### config.mk
export PLATFORM = sky130hd
export DESIGN_NAME = midi_track_event_parser
export DESIGN_NICKNAME = d
export VERILOG_FILES = /design/src/rtl/core/mtep_pkg.sv /design/src/rtl/core/midi_track_event_parser.sv
export SDC_FILE = /design/constraint.sdc
export NUM_CORES = 2
export LEC_CHECK = 0
export BUFFER_PORTS_ARGS = -buffer_cell sky130_fd_sc_hd__buf_2
export CORE_ASPECT_RATIO = 1.1
export CORE_MARGIN = 2
export CORE_UTILIZATION = 45
export DETAILED_ROUTE_END_ITERATION = 8
export GPL_TIMING_DRIVEN = 0
export PLACE_DENSITY_LB_ADDON = 0.12
export SLEW_MARGIN = 20
export SYNTH_ARGS = -nofsm -noshare
export SYNTH_HDL_FRONTEND = slang
export SYNTH_SLANG_ARGS = --single-unit
### constraint.sdc
create_clock -name clk -period 6.9 [get_ports clk]
set_clock_uncertainty 0.1 [all_clocks]
set_input_delay 0.345 -clock clk [delete_from_list [all_inputs] [get_ports clk]]
set_output_delay 0.345 -clock clk [all_outputs]
set_load 0.02 [all_outputs]
### src/rtl/core/mtep_pkg.sv
// Package for the MIDI track event parser: result kinds, error codes, constants.
// No dependencies.
package mtep_pkg;

    typedef enum logic [1:0] {
        KIND_NOTE  = 2'd0,
        KIND_TEMPO = 2'd1,
        KIND_ERROR = 2'd2
    } kind_t;

    typedef enum logic [2:0] {
        ERR_BAD_VLQ     = 3'd0,
        ERR_NO_RUNNING  = 3'd1,
        ERR_META_END    = 3'd2,
        ERR_BAD_STATUS  = 3'd3,
        ERR_TRUNCATED   = 3'd4
    } err_t;

    localparam logic [7:0]  STATUS_META    = 8'hFF;
    localparam logic [7:0]  STATUS_SYSEX   = 8'hF0;
    localparam logic [7:0]  STATUS_SYSEX_C = 8'hF7;
    localparam logic [7:0]  META_TEMPO     = 8'h51;
    localparam logic [3:0]  CMD_NOTE_OFF   = 4'h8;
    localparam logic [3:0]  CMD_NOTE_ON    = 4'h9;
    localparam logic [3:0]  CMD_PROGRAM    = 4'hC;
    localparam logic [3:0]  CMD_PRESSURE   = 4'hD;
    localparam logic [31:0] BPM_NUMERATOR  = 32'd120000000;
    localparam logic [15:0] TPQ_RESET      = 16'd480;
    localparam logic [25:0] BPM_RESET      = 26'd120;

endpackage

### src/rtl/core/midi_track_event_parser.sv
// MIDI track event parser: byte-stream parse, open-note table, shared divider.
// Depends on mtep_pkg.
//
//  channel   direction  handshake        payload
//  in        sink       in_valid/stall   data_byte, track_start, track_last
//  out       source     out_valid/stall  kind .. error_code
//  cfg       sink       valid/ready      ticks_per_quarter word
//
// A plain byte holds in stall through the parse, end-of-track check and output states,
// so a new byte is taken only once the last is through; a parse error skips the check.
// A note-off scans the open-note table one slot a cycle and, on a match,
// runs two 48-step restoring divides on one shared one-bit-per-cycle divider,
// then compacts the table one slot a cycle. A tempo event runs one 48-step divide.
// Reset clears control state; in stall also holds while a result waits.
module midi_track_event_parser #(
    parameter int OPEN_NOTE_SLOTS = 16
) (
    input  logic        clk,
    input  logic        rst_n,
    input  logic        in_valid,
    output logic        in_stall,
    input  logic [7:0]  data_byte,
    input  logic        track_start,
    input  logic        track_last,
    output logic        out_valid,
    input  logic        out_stall,
    output logic [1:0]  kind,
    output logic [47:0] start_quarters,
    output logic [47:0] length_quarters,
    output logic [6:0]  note_pitch,
    output logic [6:0]  note_velocity,
    output logic [25:0] tempo_bpm,
    output logic [2:0]  error_code,
    input  logic        cfg_valid,
    output logic        cfg_ready,
    input  logic [15:0] cfg_data
);

    localparam int SW = (OPEN_NOTE_SLOTS > 1) ? $clog2(OPEN_NOTE_SLOTS) : 1;
    localparam int CW = $clog2(OPEN_NOTE_SLOTS + 1);

    typedef enum logic [3:0] {
        PH_DELTA, PH_STATUS, PH_DATA1, PH_DATA2, PH_META_TYPE, PH_META_LEN,
        PH_META_SKIP, PH_SYSEX_LEN, PH_SYSEX_SKIP, PH_IDLE
    } phase_t;

    typedef enum logic [3:0] {
        S_IDLE, S_PARSE, S_SCAN, S_DIV_START, S_DIV_LEN, S_SHIFT,
        S_DIV_TEMPO, S_LAST, S_OUT
    } state_t;

    state_t      state_reg;
    phase_t      phase_reg;
    logic [15:0] tpq_reg;
    logic [31:0] tick_reg;
    logic [7:0]  rs_reg;
    logic [31:0] vlq_reg;
    logic [2:0]  vlq_n_reg;
    logic [7:0]  meta_reg;
    logic [31:0] skip_reg;
    logic [23:0] tempo_reg;
    logic [6:0]  first_reg;
    logic        err_reg;
    logic [25:0] bpm_reg;
    logic [7:0]  byte_reg;
    logic        last_reg;
    logic        res_reg;

    logic [6:0]  np_reg [OPEN_NOTE_SLOTS];
    logic [6:0]  nv_reg [OPEN_NOTE_SLOTS];
    logic [31:0] ns_reg [OPEN_NOTE_SLOTS];
    logic [CW-1:0] cnt_reg;
    logic [CW-1:0] idx_reg;
    logic [6:0]  off_pitch_reg;
    logic [31:0] off_start_reg;

    logic [47:0] dq_reg;
    logic [48:0] dr_reg;
    logic [47:0] dd_reg;
    logic [5:0]  dc_reg;

    logic [1:0]  kind_reg;
    logic [47:0] sq_reg;
    logic [47:0] lq_reg;
    logic [6:0]  pitch_reg;
    logic [6:0]  vel_reg;
    logic [25:0] tbpm_reg;
    logic [2:0]  ec_reg;
    logic        ov_reg;

    assign in_stall  = (state_reg != S_IDLE) || ov_reg;
    assign cfg_ready = (state_reg == S_IDLE) && !ov_reg;
    assign out_valid = ov_reg;
    assign kind = kind_reg;
    assign start_quarters = sq_reg;
    assign length_quarters = lq_reg;
    assign note_pitch = pitch_reg;
    assign note_velocity = vel_reg;
    assign tempo_bpm = tbpm_reg;
    assign error_code = ec_reg;

    logic [48:0] trial;
    logic [47:0] q_nx;
    logic [48:0] r_nx;
    logic [31:0] vlq_nx;
    logic [2:0]  vlq_n_nx;
    logic [23:0] tempo_nx;
    logic [15:0] tpq_eff;
    logic [31:0] len_ticks;
    logic [3:0]  cmd;

    always_comb
    begin
        tpq_eff  = (tpq_reg == 16'd0) ? 16'd1 : tpq_reg;
        trial    = {dr_reg[47:0], dq_reg[47]} - {1'b0, dd_reg};
        q_nx     = {dq_reg[46:0], !trial[48]};
        r_nx     = trial[48] ? {dr_reg[47:0], dq_reg[47]} : trial;
        vlq_nx   = {vlq_reg[24:0], byte_reg[6:0]};
        vlq_n_nx = vlq_n_reg + 3'd1;
        tempo_nx = {tempo_reg[15:0], byte_reg};
        len_ticks = tick_reg - off_start_reg;
        cmd      = rs_reg[7:4];
    end

    always_ff @(posedge clk or negedge rst_n)
    begin
        if (!rst_n)
        begin
            state_reg <= S_IDLE;
            phase_reg <= PH_DELTA;
            tpq_reg   <= mtep_pkg::TPQ_RESET;
            tick_reg  <= '0;
            rs_reg    <= '0;
            vlq_reg   <= '0;
            vlq_n_reg <= '0;
            meta_reg  <= '0;
            skip_reg  <= '0;
            tempo_reg <= '0;
            first_reg <= '0;
            err_reg   <= 1'b0;
            bpm_reg   <= mtep_pkg::BPM_RESET;
            cnt_reg   <= '0;
            ov_reg    <= 1'b0;
            res_reg   <= 1'b0;
        end
        else
        begin
            if (ov_reg && !out_stall)
                ov_reg <= 1'b0;
            case (state_reg)
                S_IDLE:
                begin
                    if (cfg_valid && cfg_ready)
                        tpq_reg <= cfg_data;
                    if (in_valid && !in_stall)
                    begin
                        byte_reg <= data_byte;
                        last_reg <= track_last;
                        res_reg  <= 1'b0;
                        kind_reg <= mtep_pkg::KIND_NOTE;
                        sq_reg <= '0; lq_reg <= '0; pitch_reg <= '0; vel_reg <= '0;
                        tbpm_reg <= '0; ec_reg <= '0;
                        if (track_start)
                        begin
                            phase_reg <= PH_DELTA; tick_reg <= '0; rs_reg <= '0;
                            vlq_reg <= '0; vlq_n_reg <= '0; meta_reg <= '0;
                            skip_reg <= '0; tempo_reg <= '0; first_reg <= '0;
                            cnt_reg <= '0; err_reg <= 1'b0;
                            state_reg <= S_PARSE;
                        end
                        else if (err_reg || phase_reg == PH_IDLE)
                            state_reg <= S_IDLE;
                        else
                            state_reg <= S_PARSE;
                    end
                end
                S_PARSE:
                begin
                    case (phase_reg)
                        PH_DELTA, PH_META_LEN, PH_SYSEX_LEN:
                        begin
                            if (byte_reg[7] && vlq_n_nx >= 3'd4)
                            begin
                                res_reg <= 1'b1; err_reg <= 1'b1; phase_reg <= PH_IDLE;
                                kind_reg <= mtep_pkg::KIND_ERROR;
                                ec_reg <= mtep_pkg::ERR_BAD_VLQ;
                                state_reg <= S_OUT;
                            end
                            else if (byte_reg[7])
                            begin
                                vlq_reg <= vlq_nx; vlq_n_reg <= vlq_n_nx;
                                state_reg <= S_LAST;
                            end
                            else
                            begin
                                vlq_reg <= '0; vlq_n_reg <= '0;
                                state_reg <= S_LAST;
                                if (phase_reg == PH_DELTA)
                                begin
                                    tick_reg <= tick_reg + vlq_nx;
                                    phase_reg <= PH_STATUS;
                                end
                                else if (phase_reg == PH_META_LEN)
                                begin
                                    skip_reg <= vlq_nx;
                                    tempo_reg <= '0;
                                    if (vlq_nx == 32'd0)
                                    begin
                                        meta_reg <= '0; phase_reg <= PH_DELTA;
                                    end
                                    else
                                    begin
                                        if (meta_reg != mtep_pkg::META_TEMPO
                                            || vlq_nx != 32'd3)
                                            meta_reg <= '0;
                                        phase_reg <= PH_META_SKIP;
                                    end
                                end
                                else
                                begin
                                    skip_reg <= vlq_nx;
                                    phase_reg <= (vlq_nx != 32'd0) ? PH_SYSEX_SKIP : PH_DELTA;
                                end
                            end
                        end
                        PH_STATUS:
                        begin
                            if (!byte_reg[7])
                            begin
                                if (rs_reg == 8'd0)
                                begin
                                    res_reg <= 1'b1; err_reg <= 1'b1; phase_reg <= PH_IDLE;
                                    kind_reg <= mtep_pkg::KIND_ERROR;
                                    ec_reg <= mtep_pkg::ERR_NO_RUNNING;
                                    state_reg <= S_OUT;
                                end
                                else
                                begin
                                    first_reg <= byte_reg[6:0];
                                    if (cmd == mtep_pkg::CMD_PROGRAM
                                        || cmd == mtep_pkg::CMD_PRESSURE)
                                        phase_reg <= PH_DELTA;
                                    else
                                        phase_reg <= PH_DATA2;
                                    state_reg <= S_LAST;
                                end
                            end
                            else if (byte_reg == mtep_pkg::STATUS_META)
                            begin
                                phase_reg <= PH_META_TYPE;
                                state_reg <= S_LAST;
                            end
                            else if (byte_reg == mtep_pkg::STATUS_SYSEX
                                     || byte_reg == mtep_pkg::STATUS_SYSEX_C)
                            begin
                                vlq_reg <= '0; vlq_n_reg <= '0;
                                phase_reg <= PH_SYSEX_LEN;
                                state_reg <= S_LAST;
                            end
                            else if (byte_reg[7:4] == 4'hF)
                            begin
                                res_reg <= 1'b1; err_reg <= 1'b1; phase_reg <= PH_IDLE;
                                kind_reg <= mtep_pkg::KIND_ERROR;
                                ec_reg <= mtep_pkg::ERR_BAD_STATUS;
                                state_reg <= S_OUT;
                            end
                            else
                            begin
                                rs_reg <= byte_reg;
                                phase_reg <= PH_DATA1;
                                state_reg <= S_LAST;
                            end
                        end
                        PH_DATA1:
                        begin
                            first_reg <= byte_reg[6:0];
                            if (cmd == mtep_pkg::CMD_PROGRAM || cmd == mtep_pkg::CMD_PRESSURE)
                                phase_reg <= PH_DELTA;
                            else
                                phase_reg <= PH_DATA2;
                            state_reg <= S_LAST;
                        end
                        PH_DATA2:
                        begin
                            phase_reg <= PH_DELTA;
                            if (cmd == mtep_pkg::CMD_NOTE_ON && byte_reg[6:0] != 7'd0)
                            begin
                                if (cnt_reg < CW'(OPEN_NOTE_SLOTS))
                                begin
                                    np_reg[cnt_reg[SW-1:0]] <= first_reg;
                                    nv_reg[cnt_reg[SW-1:0]] <= byte_reg[6:0];
                                    ns_reg[cnt_reg[SW-1:0]] <= tick_reg;
                                    cnt_reg <= cnt_reg + CW'(1);
                                end
                                state_reg <= S_LAST;
                            end
                            else if (cmd == mtep_pkg::CMD_NOTE_OFF || cmd == mtep_pkg::CMD_NOTE_ON)
                            begin
                                idx_reg <= '0;
                                off_pitch_reg <= first_reg;
                                state_reg <= S_SCAN;
                            end
                            else
                                state_reg <= S_LAST;
                        end
                        PH_META_TYPE:
                        begin
                            meta_reg <= byte_reg;
                            vlq_reg <= '0; vlq_n_reg <= '0;
                            phase_reg <= PH_META_LEN;
                            state_reg <= S_LAST;
                        end
                        PH_META_SKIP:
                        begin
                            tempo_reg <= tempo_nx;
                            skip_reg <= skip_reg - 32'd1;
                            if (skip_reg == 32'd1)
                            begin
                                phase_reg <= PH_DELTA;
                                meta_reg <= '0;
                            end
                            if (skip_reg == 32'd1 && meta_reg == mtep_pkg::META_TEMPO
                                && tempo_nx != 24'd0)
                            begin
                                dq_reg <= {16'd0, mtep_pkg::BPM_NUMERATOR + {8'd0, tempo_nx}};
                                dd_reg <= {23'd0, tempo_nx, 1'b0};
                                dr_reg <= '0; dc_reg <= '0;
                                state_reg <= S_DIV_TEMPO;
                            end
                            else
                                state_reg <= S_LAST;
                        end
                        PH_SYSEX_SKIP:
                        begin
                            skip_reg <= skip_reg - 32'd1;
                            if (skip_reg == 32'd1)
                                phase_reg <= PH_DELTA;
                            state_reg <= S_LAST;
                        end
                        default:
                        begin
                            phase_reg <= PH_IDLE;
                            state_reg <= S_LAST;
                        end
                    endcase
                end
                S_SCAN:
                begin
                    if (idx_reg >= cnt_reg)
                        state_reg <= S_LAST;
                    else if (np_reg[idx_reg[SW-1:0]] == off_pitch_reg)
                    begin
                        res_reg <= 1'b1;
                        kind_reg <= mtep_pkg::KIND_NOTE;
                        pitch_reg <= off_pitch_reg;
                        vel_reg <= nv_reg[idx_reg[SW-1:0]];
                        off_start_reg <= ns_reg[idx_reg[SW-1:0]];
                        dq_reg <= {ns_reg[idx_reg[SW-1:0]], 16'd0};
                        dd_reg <= {32'd0, tpq_eff};
                        dr_reg <= '0; dc_reg <= '0;
                        state_reg <= S_DIV_START;
                    end
                    else
                        idx_reg <= idx_reg + CW'(1);
                end
                S_DIV_START, S_DIV_LEN, S_DIV_TEMPO:
                begin
                    if (dc_reg == 6'd47)
                    begin
                        dr_reg <= '0; dc_reg <= '0;
                        if (state_reg == S_DIV_START)
                        begin
                            sq_reg <= q_nx;
                            dq_reg <= {len_ticks, 16'd0};
                            state_reg <= S_DIV_LEN;
                        end
                        else if (state_reg == S_DIV_LEN)
                        begin
                            lq_reg <= q_nx;
                            state_reg <= S_SHIFT;
                        end
                        else
                        begin
                            bpm_reg <= q_nx[25:0];
                            tbpm_reg <= q_nx[25:0];
                            kind_reg <= mtep_pkg::KIND_TEMPO;
                            res_reg <= 1'b1;
                            state_reg <= S_LAST;
                        end
                    end
                    else
                    begin
                        dr_reg <= r_nx;
                        dq_reg <= q_nx;
                        dc_reg <= dc_reg + 6'd1;
                    end
                end
                S_SHIFT:
                begin
                    if (idx_reg + CW'(1) >= cnt_reg)
                    begin
                        cnt_reg <= cnt_reg - CW'(1);
                        state_reg <= S_LAST;
                    end
                    else
                    begin
                        np_reg[idx_reg[SW-1:0]] <= np_reg[SW'(idx_reg + CW'(1))];
                        nv_reg[idx_reg[SW-1:0]] <= nv_reg[SW'(idx_reg + CW'(1))];
                        ns_reg[idx_reg[SW-1:0]] <= ns_reg[SW'(idx_reg + CW'(1))];
                        idx_reg <= idx_reg + CW'(1);
                    end
                end
                S_LAST:
                begin
                    state_reg <= S_OUT;
                    if (last_reg)
                    begin
                        phase_reg <= PH_IDLE;
                        if (!res_reg)
                        begin
                            if ((phase_reg == PH_DELTA && vlq_n_reg != 3'd0)
                                || phase_reg == PH_META_LEN || phase_reg == PH_SYSEX_LEN)
                            begin
                                res_reg <= 1'b1; err_reg <= 1'b1;
                                kind_reg <= mtep_pkg::KIND_ERROR;
                                ec_reg <= mtep_pkg::ERR_BAD_VLQ;
                            end
                            else if (phase_reg == PH_META_SKIP && skip_reg != 32'd0)
                            begin
                                res_reg <= 1'b1; err_reg <= 1'b1;
                                kind_reg <= mtep_pkg::KIND_ERROR;
                                ec_reg <= mtep_pkg::ERR_META_END;
                            end
                            else if (phase_reg == PH_DATA1 || phase_reg == PH_DATA2)
                            begin
                                res_reg <= 1'b1; err_reg <= 1'b1;
                                kind_reg <= mtep_pkg::KIND_ERROR;
                                ec_reg <= mtep_pkg::ERR_TRUNCATED;
                            end
                        end
                    end
                end
                S_OUT:
                begin
                    if (!ov_reg || !out_stall)
                    begin
                        ov_reg <= res_reg;
                        res_reg <= 1'b0;
                        state_reg <= S_IDLE;
                    end
                end
                default: state_reg <= S_IDLE;
            endcase
        end
    end

endmodule
==> flow_summary.ini <==
[place]
portBuffers = 174
dp_hpwl_um = 136000
globalplace.congestion = 0.936
placed_cell_area_mm2 = 0.0651

[drt]
routed-via-count = 39525
detail_route.vias_per_cell = 6.26
routed_wire_length_per_instance_um = 30.4
wirelength_um = 192000
drt.antenna.violating_nets = 0
post-route-drc-count = 0
drt-pass1-iter-count = 7
first_iter_violations = 4046

[global_route]
use_met3_pct = 4.49
globalRouteOverflowTotal = 0
first_pass_grt_wire_length_um = 277000
global_route.peak_usage_layer = met2
pin_count_of_the_biggest_net_entering_global_routing = 95
grt.met2_usage_pct = 46.6
grt_antenna_before_repair = 6
grt_util_all_layers_pct = 28.0
vias_in_the_first_global_route = 39059
gr-usage-met1_pct = 36.8

[setup_path]
worst-path-buf-inv = 8
rr_endpoint = ns_reg[9][21]
worst_path_max_delay_cell = sky130_fd_sc_hd__clkbuf_1
cp_cell_sequence = clkbuf_1 > buf_1 > inv_1 > ha_1 > a21boi_0 > o21a_1 > o21a_1 > o21ai_0 > and3b_1 > clkbuf_1 > nand2_1 > buf_1 > mux2i_1 > nand3_1 > nor2_4 > buf_12 > buf_16 > buf_12
r2r_start = idx_reg[0]
crit_path_start_kind = flip-flop
reg2reg_setup_slack_ps = 440
critical-path-top-delay-family = buffers and inverters
cpPeakStageDelay_ps = 880
worst_ep_arrival_time_ps = 6830
crit_type = reg2reg
ff2ff_path_depth = 18
timing.critical_path.to_type = flip-flop
timing.critical_path.required_ps = 7260
crit_path_max_fanout = 16

[sta]
setup_violations_final = 0
unrepaired_setup_endpoints_after_global_routing = no
achievable-frequency_mhz = 155
fin_crit_ps = 6460
finalCritPeriodShare_pct = 93.7
timing_worst_slew_pin_value_ps = 1220
slew_viol_final = 0
hold_viol_final = 0
slew_headroom_pct = 18.8

[run]
drv.max_cap_violation_count = 0

[final_layout]
largest_register_ffs = 512
layout.nets = 4574
post_route_cells_drive_above_1_share_pct = 24.1
stdcell_area_mm2 = 0.0696
area.growth.synth_to_final_pct = 16.0

[floorplan]
core-area_mm2 = 0.132
boundary_pins = 175
design.die.area_mm2 = 0.136
floorplan.die.height_um = 387
initial_standard_cell_utilization_of_the_core_pct = 45.3
std_cell_rows = 140
floorplan_die_width_um = 352

[synthesis]
synth_enable_flop_cells = 1057
syn-cell-area_mm2 = 0.0600
asyncSetResetFlopFracSynth_pct = 13.3
synth.distinct_cells = 87
syn_avg_cell_area_um2 = 15.0
mappedNetlistNets = 4152
synth-seq-cells = 1224
synth_top_flop_cell = sky130_fd_sc_hd__edfxtp_1
sequential_area_share_after_synthesis_pct = 59.8
ys.warnings.count = 0
synth_area_leader_cell = sky130_fd_sc_hd__edfxtp_1
synthTopCellsByArea = sky130_fd_sc_hd__edfxtp_1, sky130_fd_sc_hd__mux4_2, sky130_fd_sc_hd__dfrtp_1, sky130_fd_sc_hd__ha_1, sky130_fd_sc_hd__nand2_1
post_synth_inst_count = 4009
netlist.area_leader.share_pct = 52.9

[clock_network]
cts-root-to-sink-buffers = 3
cts.sinks = 1224
insertion_delay_ps = 780
clock_tree.root_cell = sky130_fd_sc_hd__clkbuf_16
tritoncts = done
cts.repair_timing.setup_buffer_count = 0
cts-buffers-inserted = 136
cts_max_level = 4
cts.clk_slew.worst_paths_ps = 60

[run_status]
status = complete, no violations

[min_path]
hp-class = in2async

[power_and_ir_drop]
switching_power_mw = 10.7
internal_power_mw = 18.0
power_leakage_nw = 24.4
clock_network_power_share_pct = 24.5
pwr_density_cell_mw_per_mm2 = 412
power.share.sequential_pct = 34.9
share_comb_of_total_power_pct = 40.6
power.share.switching_pct = 37.4
design_power_total_mw = 28.7
max-vdd-ir-drop_mv = 0.275
[timing repair]
| action | CTS | global route |
|---|---|---|
| gates resized for setup | 1 | 1 |
| hold buffers | 29 | 0 |
| endpoints found under the setup margin | 92 | 82 |
| endpoints found under the hold margin | 101 | 0 |
| cloned | 0 | 0 |
| pin swaps | 0 | 0 |
[how the worst max path moves through the flow]
stage	from	to	slack, ps	cells past startpoint
after floorplan	idx_reg[0]	dq_reg[0]	310	13
final	idx_reg[0]	ns_reg[9][21]	440	18
after detailed placement	idx_reg[0]	ns_reg[15][22]	-200	19
after global routing	idx_reg[1]	ns_reg[9][21]	160	19
after CTS	idx_reg[0]	ns_reg[15][20]	110	19
after global placement	idx_reg[1]	ns_reg[10][13]	-4650	16
[power groups by stage]
stage	combinational, mW	sequential, mW	clock, mW
CTS	11.6	10.0	7.12
detailed placement	11.6	10.1	0
finish	11.6	10.0	7.01
global route	12.4	10.1	7.39
floorplan	7.43	10.1	0
global placement	11.3	10.2	0
[cell families after synthesis]
kind of cell	Yosys count	share of synthesized area, %
DFF	1224	59.8
adders and majority gates	112	2.39
AOI/OAI and AO/OA	693	7.17
xor gates and xnor gates	111	1.63
buffers and inverters	343	2.21
and+or+nand+nor	970	7.89
muxes	556	18.9
[synthesized netlist by cell type (all sizes together) (6+ instances only)]
| cell | n |
|---|---|
| a31oi | 22 |
| nand2 | 339 |
| buf | 67 |
| and3 | 23 |
| edfxtp | 1057 |
| mux2 | 71 |
| a21oi | 179 |
| xnor2 | 58 |
| nand3b | 7 |
| a22o | 36 |
| a31o | 8 |
| nor3b | 9 |
| inv | 110 |
| a22oi | 23 |
| or4 | 19 |
| mux4 | 453 |
| nand4 | 18 |
| o21ai | 230 |
| a211o | 6 |
| a211oi | 18 |
| and2 | 102 |
| o21bai | 9 |
| nor2b | 28 |
| clkbuf | 166 |
| a21o | 60 |
| dfrtp | 159 |
| ha | 108 |
| or3 | 35 |
| xor2 | 53 |
| nand2b | 30 |
| o31ai | 20 |
| o22ai | 6 |
| nor3 | 58 |
| or2 | 7 |
| o21a | 14 |
| o211ai | 9 |
| mux2i | 32 |
| nor2 | 188 |
| nor4 | 37 |
| nand3 | 56 |
[cell type report]
class | count | area (µm²)
fill | 10954 | 62800
clock inverter | 74 | 573
buffer | 232 | 976
sequential | 1224 | 35900
tap | 1775 | 2220
clock buffer | 172 | 3650
multi-input combinational | 2442 | 23000
timing repair buffer | 285 | 2890
inverter | 110 | 413
antenna | 2 | 5.00
[placed cells by master (no fill, tap or decap), drive strengths merged, types with 19 or more instances in the layout]
cell type,instances
or4,19
nor2b,28
mux2i,32
edfxtp,1057
dfrtp,159
nand3,56
or3,35
a21o,60
ha,108
clkinv,55
nand2,339
xor2,53
and2,102
nor2,188
nor4,37
buf,318
mux2,71
a22o,36
nand2b,30
a31oi,22
o21ai,230
a21oi,179
and3,23
clkbuf,342
xnor2,58
dlygate4sd3,29
mux4,453
a22oi,23
inv,115
o31ai,20
nor3,58
[layer usage]
layer / up-vias / wire length (µm)
li1: 16720 / -
met1: 20627 / 75600
met2: 1785 / 94300
met3: 393 / 13500
met4: 0 / 8550
met5: - / 0
[per-stage QoR]
step	hold WS, ps	setup TNS, ps	setup WS [ps]	util [%]	std cells
after global routing	104	0	158	52.6	6315
after CTS	35.0	0	108	52.5	6315
final	27.3	0	437	52.6	6316
after detailed placement	283	-6300	-200	49.1	6040
after global placement	382	-3745390	-4650	47.6	5958
after floorplan	-50.6	0	310	-	4009
Note: power is estimated with default switching activity, not from simulation.
